`config.mk`:
```
export PLATFORM = sky130hd
export DESIGN_NAME = gate_access_relay_fsm_core
export DESIGN_NICKNAME = d
export VERILOG_FILES = /design/src/rtl/gar_pkg.sv /design/src/rtl/gar_engine.sv /design/src/rtl/gar_res_fifo.sv /design/src/rtl/gate_access_relay_fsm_core.sv
export VERILOG_INCLUDE_DIRS = /design/src /design/src/rtl
export SDC_FILE = /design/constraint.sdc
export NUM_CORES = 1
export LEC_CHECK = 0
export BUFFER_PORTS_ARGS = -buffer_cell sky130_fd_sc_hd__buf_2
export CAP_MARGIN = 30
export CORE_ASPECT_RATIO = 0.8
export CORE_MARGIN = 2
export CORE_UTILIZATION = 40
export DETAILED_ROUTE_END_ITERATION = 6
export GPL_TIMING_DRIVEN = 0
export HOLD_SLACK_MARGIN = 0.06
export PLACE_DENSITY = 0.64
export SLEW_MARGIN = 20
export SYNTH_ARGS = -nofsm -noshare
export SYNTH_HDL_FRONTEND = slang
export SYNTH_HIERARCHICAL = 1
export SYNTH_SLANG_ARGS = --single-unit
```
`constraint.sdc`:
```
create_clock -name clk_i -period 13.8 [get_ports clk_i]
set_input_delay 0.69 -clock clk_i [delete_from_list [all_inputs] [get_ports clk_i]]
set_output_delay 0.69 -clock clk_i [all_outputs]
set_load 0.02 [all_outputs]
```
`src/rtl/gate_access_relay_fsm_core_assert.svh`:
```
// Assertion macros shared by the gate relay RTL.
// Clock clk_i and active-low reset rst_ni are taken from the including module.
`ifndef GATE_ACCESS_RELAY_FSM_CORE_ASSERT_SVH
`define GATE_ACCESS_RELAY_FSM_CORE_ASSERT_SVH

`ifndef SYNTHESIS
`define GAR_ASSERT(lbl, prop, msg) \
  lbl: assert property (@(posedge clk_i) disable iff (!rst_ni) (prop)) else $error(msg);
`define GAR_ASSERT_IMP(lbl, ante, cons, msg) \
  lbl: assert property (@(posedge clk_i) disable iff (!rst_ni) (ante) |-> (cons)) \
    else $error(msg);
`else
`define GAR_ASSERT(lbl, prop, msg)
`define GAR_ASSERT_IMP(lbl, ante, cons, msg)
`endif

`endif

```
`src/rtl/gar_pkg.sv`:
```
`default_nettype none

package gar_pkg;

  localparam int unsigned TIME_BITS_DEF = 32;

  // result queue geometry
  localparam int unsigned RQ_DEPTH = 4;
  localparam int unsigned RQ_PTR_W = 2;
  localparam int unsigned RQ_CNT_W = 3;

  typedef enum logic [3:0] {
    CMD_TICK       = 4'd0,
    CMD_BEGIN      = 4'd1,
    CMD_AUTH_PEND  = 4'd2,
    CMD_AUTH_OK    = 4'd3,
    CMD_LOCAL_OPEN = 4'd4,
    CMD_ABORT      = 4'd5,
    CMD_REMOTE_OPEN = 4'd6,
    CMD_PREARM     = 4'd7,
    CMD_SENSOR     = 4'd8,
    CMD_TIMER_OFF  = 4'd9,
    CMD_FAILSAFE   = 4'd10,
    CMD_CLEANUP    = 4'd11
  } cmd_e;

  typedef enum logic [4:0] {
    EV_NONE                = 5'd0,
    EV_DOOR_CLOSE_FS       = 5'd1,
    EV_DOOR_CLOSE          = 5'd2,
    EV_SESSION_TERM_FS     = 5'd3,
    EV_SESSION_DONE        = 5'd4,
    EV_AUTH_PEND_TIMEOUT   = 5'd5,
    EV_SESSION_TERM        = 5'd6,
    EV_ARM_EXPIRED         = 5'd7,
    EV_GATE_IDLE           = 5'd8,
    EV_AUTH_PENDING        = 5'd9,
    EV_AUTH_OPEN_REJ       = 5'd10,
    EV_AUTH_ARMED          = 5'd11,
    EV_LOCAL_OPEN_REJ      = 5'd12,
    EV_RELAY_ON_LOCAL      = 5'd13,
    EV_AUTH_ABORTED        = 5'd14,
    EV_MANUAL_OPEN_REJ     = 5'd15,
    EV_RELAY_ON_MANUAL     = 5'd16,
    EV_PRE_ARMED           = 5'd17,
    EV_SENSOR_DETECTED     = 5'd18,
    EV_RELAY_ON_SENSOR     = 5'd19
  } evt_e;

  typedef enum logic [4:0] {
    PH_IDLE  = 5'b00001,
    PH_PEND  = 5'b00010,
    PH_ARMED = 5'b00100,
    PH_HOLD  = 5'b01000,
    PH_COOL  = 5'b10000
  } phase_e;

  localparam logic [2:0] PHC_IDLE  = 3'd0;
  localparam logic [2:0] PHC_PEND  = 3'd1;
  localparam logic [2:0] PHC_ARMED = 3'd2;
  localparam logic [2:0] PHC_HOLD  = 3'd3;
  localparam logic [2:0] PHC_COOL  = 3'd4;

  typedef struct packed {
    logic [3:0]  command;
    logic [31:0] now_time;
    logic [31:0] first_duration;
    logic [31:0] cooldown_length;
  } gar_in_t;

  typedef struct packed {
    logic [4:0] event_code;
    logic       accepted;
    logic       relay_on;
    logic [2:0] gate_phase;
    logic       last_result;
  } gar_out_t;

  // results handed from the engine to the result queue
  typedef struct packed {
    logic [1:0] count;
    gar_out_t   res0;
    gar_out_t   res1;
  } gar_push_t;

  function automatic logic [2:0] phase_code(phase_e p);
    logic [2:0] c;
    case (p)
      PH_IDLE:  c = PHC_IDLE;
      PH_PEND:  c = PHC_PEND;
      PH_ARMED: c = PHC_ARMED;
      PH_HOLD:  c = PHC_HOLD;
      PH_COOL:  c = PHC_COOL;
      default:  c = PHC_IDLE;
    endcase
    return c;
  endfunction

endpackage

`default_nettype wire

```
`src/rtl/gar_engine.sv`:
```
`default_nettype none

`include "gate_access_relay_fsm_core_assert.svh"

module gar_engine #(
  parameter int unsigned TIME_BITS = gar_pkg::TIME_BITS_DEF
) (
  input  wire logic            clk_i,
  input  wire logic            rst_ni,
  input  wire logic            fire_i,
  input  wire gar_pkg::gar_in_t item_i,
  output gar_pkg::gar_push_t   push_o
);

  gar_pkg::phase_e phase_q, phase_d;
  logic            armed_q, armed_d;
  logic            relay_q, relay_d;
  logic [TIME_BITS-1:0] ps_q, ps_d;   // phase start
  logic [TIME_BITS-1:0] as_q, as_d;   // arm start
  logic [31:0] aw_q, aw_d;            // arm window
  logic [31:0] hw_q, hw_d;            // hold window
  logic [31:0] cw_q, cw_d;            // cooldown window

  logic [TIME_BITS-1:0] now_t;
  logic el_pend, el_arm, el_hold, el_cool, hold_on, acc, sensor_hit;
  logic [1:0] n;
  gar_pkg::evt_e ev0, ev1;

  assign now_t   = TIME_BITS'(item_i.now_time);
  assign el_pend = (now_t - ps_q) >= TIME_BITS'(aw_q);
  assign el_arm  = (now_t - as_q) >= TIME_BITS'(aw_q);
  assign el_hold = (now_t - ps_q) >= TIME_BITS'(hw_q);
  assign el_cool = (now_t - ps_q) >= TIME_BITS'(cw_q);
  assign hold_on = (phase_q == gar_pkg::PH_HOLD) && relay_q;

  always_comb begin
    phase_d = phase_q;
    armed_d = armed_q;
    relay_d = relay_q;
    ps_d = ps_q;
    as_d = as_q;
    aw_d = aw_q;
    hw_d = hw_q;
    cw_d = cw_q;
    acc = 1'b0;
    n = 2'd0;
    ev0 = gar_pkg::EV_NONE;
    ev1 = gar_pkg::EV_NONE;
    sensor_hit = 1'b0;
    case (item_i.command)
      gar_pkg::CMD_TICK: begin
        case (phase_q)
          gar_pkg::PH_PEND: begin
            if (el_pend) begin
              phase_d = gar_pkg::PH_IDLE;
              ps_d = now_t;
              acc = 1'b1;
              n = 2'd2;
              ev0 = gar_pkg::EV_AUTH_PEND_TIMEOUT;
              ev1 = gar_pkg::EV_SESSION_TERM;
            end
          end
          gar_pkg::PH_ARMED: begin
            if (armed_q && el_arm) begin
              armed_d = 1'b0;
              phase_d = gar_pkg::PH_IDLE;
              ps_d = now_t;
              acc = 1'b1;
              n = 2'd2;
              ev0 = gar_pkg::EV_ARM_EXPIRED;
              ev1 = gar_pkg::EV_SESSION_TERM;
            end
          end
          gar_pkg::PH_HOLD: begin
            if (el_hold && relay_q) begin
              relay_d = 1'b0;
              armed_d = 1'b0;
              phase_d = gar_pkg::PH_COOL;
              ps_d = now_t;
              acc = 1'b1;
              n = 2'd2;
              ev0 = gar_pkg::EV_DOOR_CLOSE;
              ev1 = gar_pkg::EV_SESSION_DONE;
            end
          end
          gar_pkg::PH_COOL: begin
            if (el_cool) begin
              phase_d = gar_pkg::PH_IDLE;
              ps_d = now_t;
              acc = 1'b1;
              n = 2'd1;
              ev0 = gar_pkg::EV_GATE_IDLE;
            end
          end
          default: ;
        endcase
      end
      gar_pkg::CMD_BEGIN, gar_pkg::CMD_CLEANUP: begin
        phase_d = gar_pkg::PH_IDLE;
        armed_d = 1'b0;
        relay_d = 1'b0;
        ps_d = now_t;
        acc = 1'b1;
      end
      gar_pkg::CMD_AUTH_PEND: begin
        if (phase_q == gar_pkg::PH_IDLE && !relay_q) begin
          armed_d = 1'b0;
          phase_d = gar_pkg::PH_PEND;
          ps_d = now_t;
          aw_d = item_i.first_duration;
          acc = 1'b1;
          n = 2'd1;
          ev0 = gar_pkg::EV_AUTH_PENDING;
        end
      end
      gar_pkg::CMD_AUTH_OK: begin
        n = 2'd1;
        if (phase_q != gar_pkg::PH_PEND || relay_q) begin
          ev0 = gar_pkg::EV_AUTH_OPEN_REJ;
        end else begin
          armed_d = 1'b1;
          aw_d = item_i.first_duration;
          as_d = now_t;
          cw_d = item_i.cooldown_length;
          phase_d = gar_pkg::PH_ARMED;
          ps_d = now_t;
          acc = 1'b1;
          ev0 = gar_pkg::EV_AUTH_ARMED;
        end
      end
      gar_pkg::CMD_LOCAL_OPEN, gar_pkg::CMD_REMOTE_OPEN: begin
        n = 2'd1;
        if ((item_i.command == gar_pkg::CMD_LOCAL_OPEN && phase_q != gar_pkg::PH_PEND) ||
            (item_i.command == gar_pkg::CMD_REMOTE_OPEN && phase_q != gar_pkg::PH_IDLE) ||
            relay_q) begin
          ev0 = (item_i.command == gar_pkg::CMD_LOCAL_OPEN) ?
                gar_pkg::EV_LOCAL_OPEN_REJ : gar_pkg::EV_MANUAL_OPEN_REJ;
        end else begin
          armed_d = 1'b0;
          hw_d = item_i.first_duration;
          cw_d = item_i.cooldown_length;
          phase_d = gar_pkg::PH_HOLD;
          ps_d = now_t;
          relay_d = 1'b1;
          acc = 1'b1;
          ev0 = (item_i.command == gar_pkg::CMD_LOCAL_OPEN) ?
                gar_pkg::EV_RELAY_ON_LOCAL : gar_pkg::EV_RELAY_ON_MANUAL;
        end
      end
      gar_pkg::CMD_ABORT: begin
        if (phase_q == gar_pkg::PH_PEND) begin
          phase_d = gar_pkg::PH_IDLE;
          armed_d = 1'b0;
          ps_d = now_t;
          acc = 1'b1;
          n = 2'd1;
          ev0 = gar_pkg::EV_AUTH_ABORTED;
        end
      end
      gar_pkg::CMD_PREARM: begin
        if (phase_q == gar_pkg::PH_IDLE && !relay_q) begin
          armed_d = 1'b1;
          aw_d = item_i.first_duration;
          as_d = now_t;
          phase_d = gar_pkg::PH_ARMED;
          ps_d = now_t;
          acc = 1'b1;
          n = 2'd1;
          ev0 = gar_pkg::EV_PRE_ARMED;
        end
      end
      gar_pkg::CMD_SENSOR: begin
        if (phase_q == gar_pkg::PH_ARMED && armed_q) begin
          armed_d = 1'b0;
          hw_d = item_i.first_duration;
          cw_d = item_i.cooldown_length;
          phase_d = gar_pkg::PH_HOLD;
          ps_d = now_t;
          relay_d = 1'b1;
          acc = 1'b1;
          n = 2'd2;
          sensor_hit = 1'b1;
          ev0 = gar_pkg::EV_SENSOR_DETECTED;
          ev1 = gar_pkg::EV_RELAY_ON_SENSOR;
        end
      end
      gar_pkg::CMD_TIMER_OFF, gar_pkg::CMD_FAILSAFE: begin
        if (hold_on) begin
          relay_d = 1'b0;
          armed_d = 1'b0;
          cw_d = item_i.cooldown_length;
          phase_d = gar_pkg::PH_COOL;
          ps_d = now_t;
          acc = 1'b1;
          n = 2'd2;
          if (item_i.command == gar_pkg::CMD_FAILSAFE) begin
            ev0 = gar_pkg::EV_DOOR_CLOSE_FS;
            ev1 = gar_pkg::EV_SESSION_TERM_FS;
          end else begin
            ev0 = gar_pkg::EV_DOOR_CLOSE;
            ev1 = gar_pkg::EV_SESSION_DONE;
          end
        end
      end
      default: ;
    endcase
  end

  // Result packing: the sensor's first result still shows the relay off.
  always_comb begin
    push_o.count = (n == 2'd0) ? 2'd1 : n;
    push_o.res0.event_code  = ev0;
    push_o.res0.accepted    = acc;
    push_o.res0.relay_on    = sensor_hit ? relay_q : relay_d;
    push_o.res0.gate_phase  = gar_pkg::phase_code(phase_d);
    push_o.res0.last_result = (n != 2'd2);
    push_o.res1.event_code  = ev1;
    push_o.res1.accepted    = acc;
    push_o.res1.relay_on    = relay_d;
    push_o.res1.gate_phase  = gar_pkg::phase_code(phase_d);
    push_o.res1.last_result = 1'b1;
  end

  always_ff @(posedge clk_i or negedge rst_ni) begin
    if (!rst_ni) begin
      phase_q <= gar_pkg::PH_IDLE;
      armed_q <= 1'b0;
      relay_q <= 1'b0;
      ps_q <= '0;
      as_q <= '0;
      aw_q <= '0;
      hw_q <= '0;
      cw_q <= '0;
    end else if (fire_i) begin
      phase_q <= phase_d;
      armed_q <= armed_d;
      relay_q <= relay_d;
      ps_q <= ps_d;
      as_q <= as_d;
      aw_q <= aw_d;
      hw_q <= hw_d;
      cw_q <= cw_d;
    end
  end

  `GAR_ASSERT(a_phase_onehot, $onehot(phase_q), "phase register not one-hot")
  `GAR_ASSERT_IMP(a_relay_in_hold, relay_q, phase_q == gar_pkg::PH_HOLD, "relay on outside hold")
  `GAR_ASSERT_IMP(a_armed_in_armed, armed_q, phase_q == gar_pkg::PH_ARMED, "armed flag outside armed")

endmodule

`default_nettype wire

```
`src/rtl/gar_res_fifo.sv`:
```
`default_nettype none

`include "gate_access_relay_fsm_core_assert.svh"

module gar_res_fifo (
  input  wire logic               clk_i,
  input  wire logic               rst_ni,
  input  wire logic               push_i,
  input  wire gar_pkg::gar_push_t data_i,
  output logic                    room_o,   // space for a full pair
  output logic                    valid_o,
  input  wire logic               stall_i,
  output gar_pkg::gar_out_t       data_o
);

  gar_pkg::gar_out_t mem_q [gar_pkg::RQ_DEPTH];
  logic [gar_pkg::RQ_PTR_W-1:0] wr_q, rd_q;
  logic [gar_pkg::RQ_CNT_W-1:0] cnt_q, cnt_d;
  logic [gar_pkg::RQ_CNT_W-1:0] n_in;
  logic pop;

  assign valid_o = (cnt_q != '0);
  assign room_o  = (cnt_q <= gar_pkg::RQ_CNT_W'(gar_pkg::RQ_DEPTH - 2));
  assign pop     = valid_o && !stall_i;
  assign n_in    = push_i ? gar_pkg::RQ_CNT_W'(data_i.count) : '0;
  assign cnt_d   = cnt_q + n_in - gar_pkg::RQ_CNT_W'(pop);
  assign data_o  = mem_q[rd_q];

  always_ff @(posedge clk_i) begin
    if (push_i) begin
      mem_q[wr_q] <= data_i.res0;
      if (data_i.count == 2'd2) begin
        mem_q[wr_q + gar_pkg::RQ_PTR_W'(1)] <= data_i.res1;
      end
    end
  end

  always_ff @(posedge clk_i or negedge rst_ni) begin
    if (!rst_ni) begin
      wr_q  <= '0;
      rd_q  <= '0;
      cnt_q <= '0;
    end else begin
      wr_q  <= wr_q + n_in[gar_pkg::RQ_PTR_W-1:0];
      rd_q  <= rd_q + gar_pkg::RQ_PTR_W'(pop);
      cnt_q <= cnt_d;
    end
  end

  `GAR_ASSERT_IMP(a_no_overflow, push_i, cnt_q + n_in <= gar_pkg::RQ_CNT_W'(gar_pkg::RQ_DEPTH),
                  "result queue overflow")
  `GAR_ASSERT_IMP(a_push_nonempty, push_i, data_i.count != 2'd0, "push with no results")

endmodule

`default_nettype wire

```
`src/rtl/gate_access_relay_fsm_core.sv`:
```
// A command item is held in the input register until the queue has room; its results are
//   then written to the result queue, a second result behind the first.
// Throughput: one command item per cycle while the queue holds two items or fewer;
//   results leave one per cycle while out_stall_i is low.
// The output side is decoupled by a 4-entry result queue.
// Reset (rst_ni low, async): phase idle, relay off, timers and windows zero, queue empty.

`default_nettype none

module gate_access_relay_fsm_core #(
  parameter int unsigned TIME_BITS = gar_pkg::TIME_BITS_DEF
) (
  input  wire logic             clk_i,
  input  wire logic             rst_ni,
  input  wire logic             in_valid_i,
  output logic                  in_stall_o,
  input  wire gar_pkg::gar_in_t in_data_i,
  output logic                  out_valid_o,
  input  wire logic             out_stall_i,
  output gar_pkg::gar_out_t     out_data_o
);

  // Input register: holds one command until the queue has room for a full result pair.
  gar_pkg::gar_in_t   item_q;
  logic               vld_q, vld_d;
  logic               room, fire, take;
  gar_pkg::gar_push_t push;

  assign fire       = vld_q && room;
  assign in_stall_o = vld_q && !room;
  assign take       = in_valid_i && !in_stall_o;
  assign vld_d      = take ? 1'b1 : (fire ? 1'b0 : vld_q);

  always_ff @(posedge clk_i or negedge rst_ni) begin
    if (!rst_ni) begin
      vld_q <= 1'b0;
    end else begin
      vld_q <= vld_d;
    end
  end

  always_ff @(posedge clk_i) begin
    if (take) begin
      item_q <= in_data_i;
    end
  end

  // Phase machine: state registers and single-pass next-state and result logic.
  gar_engine #(
    .TIME_BITS(TIME_BITS)
  ) u_engine (
    .clk_i  (clk_i),
    .rst_ni (rst_ni),
    .fire_i (fire),
    .item_i (item_q),
    .push_o (push)
  );

  // Result queue: one or two items in per command, one item out per cycle while out_stall_i is low.
  gar_res_fifo u_fifo (
    .clk_i   (clk_i),
    .rst_ni  (rst_ni),
    .push_i  (fire),
    .data_i  (push),
    .room_o  (room),
    .valid_o (out_valid_o),
    .stall_i (out_stall_i),
    .data_o  (out_data_o)
  );

endmodule

`default_nettype wire
```
==> run summary <==
status: completed
Post-synth EDFFs: 144
complex-gate fraction of the synthesized area: 15.0%
MaxCap Viol Count: 0
drt total wl: 47300 um
Finished Cell Area: 21600 um^2
Crit Path Max Fanout: 11
Residual DRC: 0
floorplan core area: 46800 um^2
register area share after synthesis: 46.1%
Fin. Hold Viols: 0
setup_tns: 0 ns
clk_lat worst skew: 0.57 ns
shortest period the worst path allows: 8.25 ns
WP buf/inv: 4
Achievable Freq: 121 MHz
Yosys cell types: 90
leak pwr: 9.17 nW
crit path launch type: flip-flop
utilization after layout: 46.1%
# Post-CTS Setup Buffers: 0
VDD IR max: 0.152 mV
initial antenna violation count: 3
Vias/cell: 5.38
Synth Net Count: 2110
worst min path class: in -> async
CTS clk-pin slew, worst paths: 0.06 ns
Vias: 14.1k
synthesized area: 18900 um^2
Synth Area per Inst: 10.4 um^2
Setup CP Type: reg -> reg
IO Port Bufs: 116
cell area after placement: 20300 um^2
yosys warns: 6
first-pass GRT wire length: 75200 um
IO Count: 117
row count: 71
Design Power: 0.00577 W
top-count cell post-synth: ha_1
synth top area cells: dfrtp_1 23%, edfxtp_1 23%, ha_1 13%, o21ai_0 5.2%, mux2_2 5.0%
drt initial violations: 979
simple-gate portion of the synthesized area: 10.5%
ys async rst share: 54.9%
die footprint: 48900 um^2
Slowest-stage cell, CP: o311ai_1
Syn Inst Count: 1807
synthesized flop and latch total: 319
CTS Hold Bufs: 0
critical path startpoint: item_q[64]$_DFFE_PP_
CP arrival: 8.45 ns
CTS Buffer Depth: 3
Setup crit end kind: flip-flop
pwr dens: 267 nW/um^2
CTS tree: yes
remaining antenna violation count after routing: 0
share of cells above drive strength 1: 16.5%
final-stage net count: 2268
hold slack: 0.0903 ns
CTS H-tree depth: 2
Post-CTS Resized: 0
Rel. slew slack: 38.4%
Critical Path RT: 14.00 ns
root buf cell: clkbuf_16
hpwl dp: 36000 um
number of fill cells in the layout: 4304
Num CTS Buffers: 38
clock sink count: 319
TritonRoute pass-1 iters: 5
Worst Max-Slew Pin Slew: 0.918 ns
CP peak stage delay: 0.74 ns
worst reg2reg startpoint: item_q[64]$_DFFE_PP_
period utilization: 59.8%
starting density of the core: 40.3%
Synth Area in XOR/XNOR: 3.11%
RSZ-0062 raised after global routing: no
Layout area overhead: 14.3%
proportion of synthesized area in mux cells: 6.42%
die height: 198 um
final setup fails: 0
Worst Skew: 0.0380 ns
cell family with most CP delay: compound AO/OA/AOI/OAI gates
All-Layer GR Usage: 19.6%
drt wl/cell: 18.1 um
area fraction of the dominant cell type after synthesis: 23.1%
Slew Limit Fails: 0
largest area contributor in the netlist: dfrtp_1
width of the die: 247 um
number of global-route vias before repair: 13.9k
routability cong.: 0.915
pin count of the biggest net entering global routing: 89
Post-synth top cells: 196 x ha_1, 195 x o21ai_0, 188 x inv_1
Synth Area in Adders: 13.4%
Most used DFF post-synth: dfrtp_1
grt ovf: 0
largest family of logic cells by synthesized area: compound AO/OA/AOI/OAI gates
power breakdown:
part	internal [W]	leakage, nW	switching [W]	total [W]
Clock	0.000600	0.604	0.000419	0.00102
Sequential	0.00135	3.57	0.000147	0.00150
Combinational	0.00132	5.00	0.00193	0.00325
kinds of logic after synthesis:
group / Yosys count
buf+inv: 251
simple gates: 412
compound gates: 460
mux: 96
fa+ha+maj: 200
other cells: 2
xor+xnor: 67
flops: 319
registers in the layout, indices dropped and copies added, names as in the netlist:
signal            flops
u_engine/hw_q        32
u_engine/relay_q      1
u_fifo/rd_q           2
u_engine/phase_q      5
u_engine/aw_q        32
u_fifo/wr_q           2
u_fifo/cnt_q          3
u_engine/cw_q        32
item_q              100
u_engine/as_q        32
u_fifo/mem_q         44
u_engine/ps_q        32
u_engine/armed_q      1
vld_q                 1
cells in the final DEF (no fill, tap or decap), drive strengths merged, types with 22 or more instances in the layout:
cell / instances
a211oi: 23
a21o: 34
a21oi: 101
buf: 148
clkbuf: 79
dfrtp: 174
edfxtp: 144
ha: 196
inv: 189
mux2: 85
nand2: 184
nand3: 24
nand4: 24
nor2: 74
nor3: 22
o21ai: 196
xnor2: 50
stage by stage:
stage	setup WS (ns)	instances
2_1_floorplan	7.61	1807
5_1_grt	5.16	2617
4_1_cts	5.67	2615
6_report	5.55	2617
3_5_place_dp	5.76	2545
3_3_place_gp	5.30	2543
worst paths after layout:
kind	slack (ns)	cells past startpoint	endpoint
min in group clk_i	0.30	1	item_q[57]$_DFFE_PP_
max in group asynchronous	12.78	2	u_engine/phase_q[0]$_DFFE_PN1P_
max	5.55	29	u_fifo/mem_q[1][8]$_DFFE_PP_
min	0.09	1	u_engine/cw_q[29]$_DFFE_PN0P_
min reg2reg	0.45	2	u_engine/cw_q[19]$_DFFE_PN0P_
max reg2reg	5.55	29	u_fifo/mem_q[1][8]$_DFFE_PP_
area by class of cell:
cell class                      instances  area, um^2  share of cell area, %
Clock inverter                         22         251                   1.17
Buffer                                 61         310                   1.44
Tap cell                              620         776                   3.60
Antenna cell                            2        5.00                 0.0232
Sequential cell                       319        8700                   40.3
Timing Repair Buffer                  118         646                   2.99
Inverter                              190         713                   3.31
Clock buffer                           48        1010                   4.68
Multi-Input combinational cell       1237        9160                   42.5
layer usage:
layer	track usage, %	part of all wire [%]
met1	28.6	49
met4	6.76	2.8
met2	29.5	43
met5	0	0.023
met3	3.24	5.8
No activity file was read; power rests on OpenSTA's default activity.
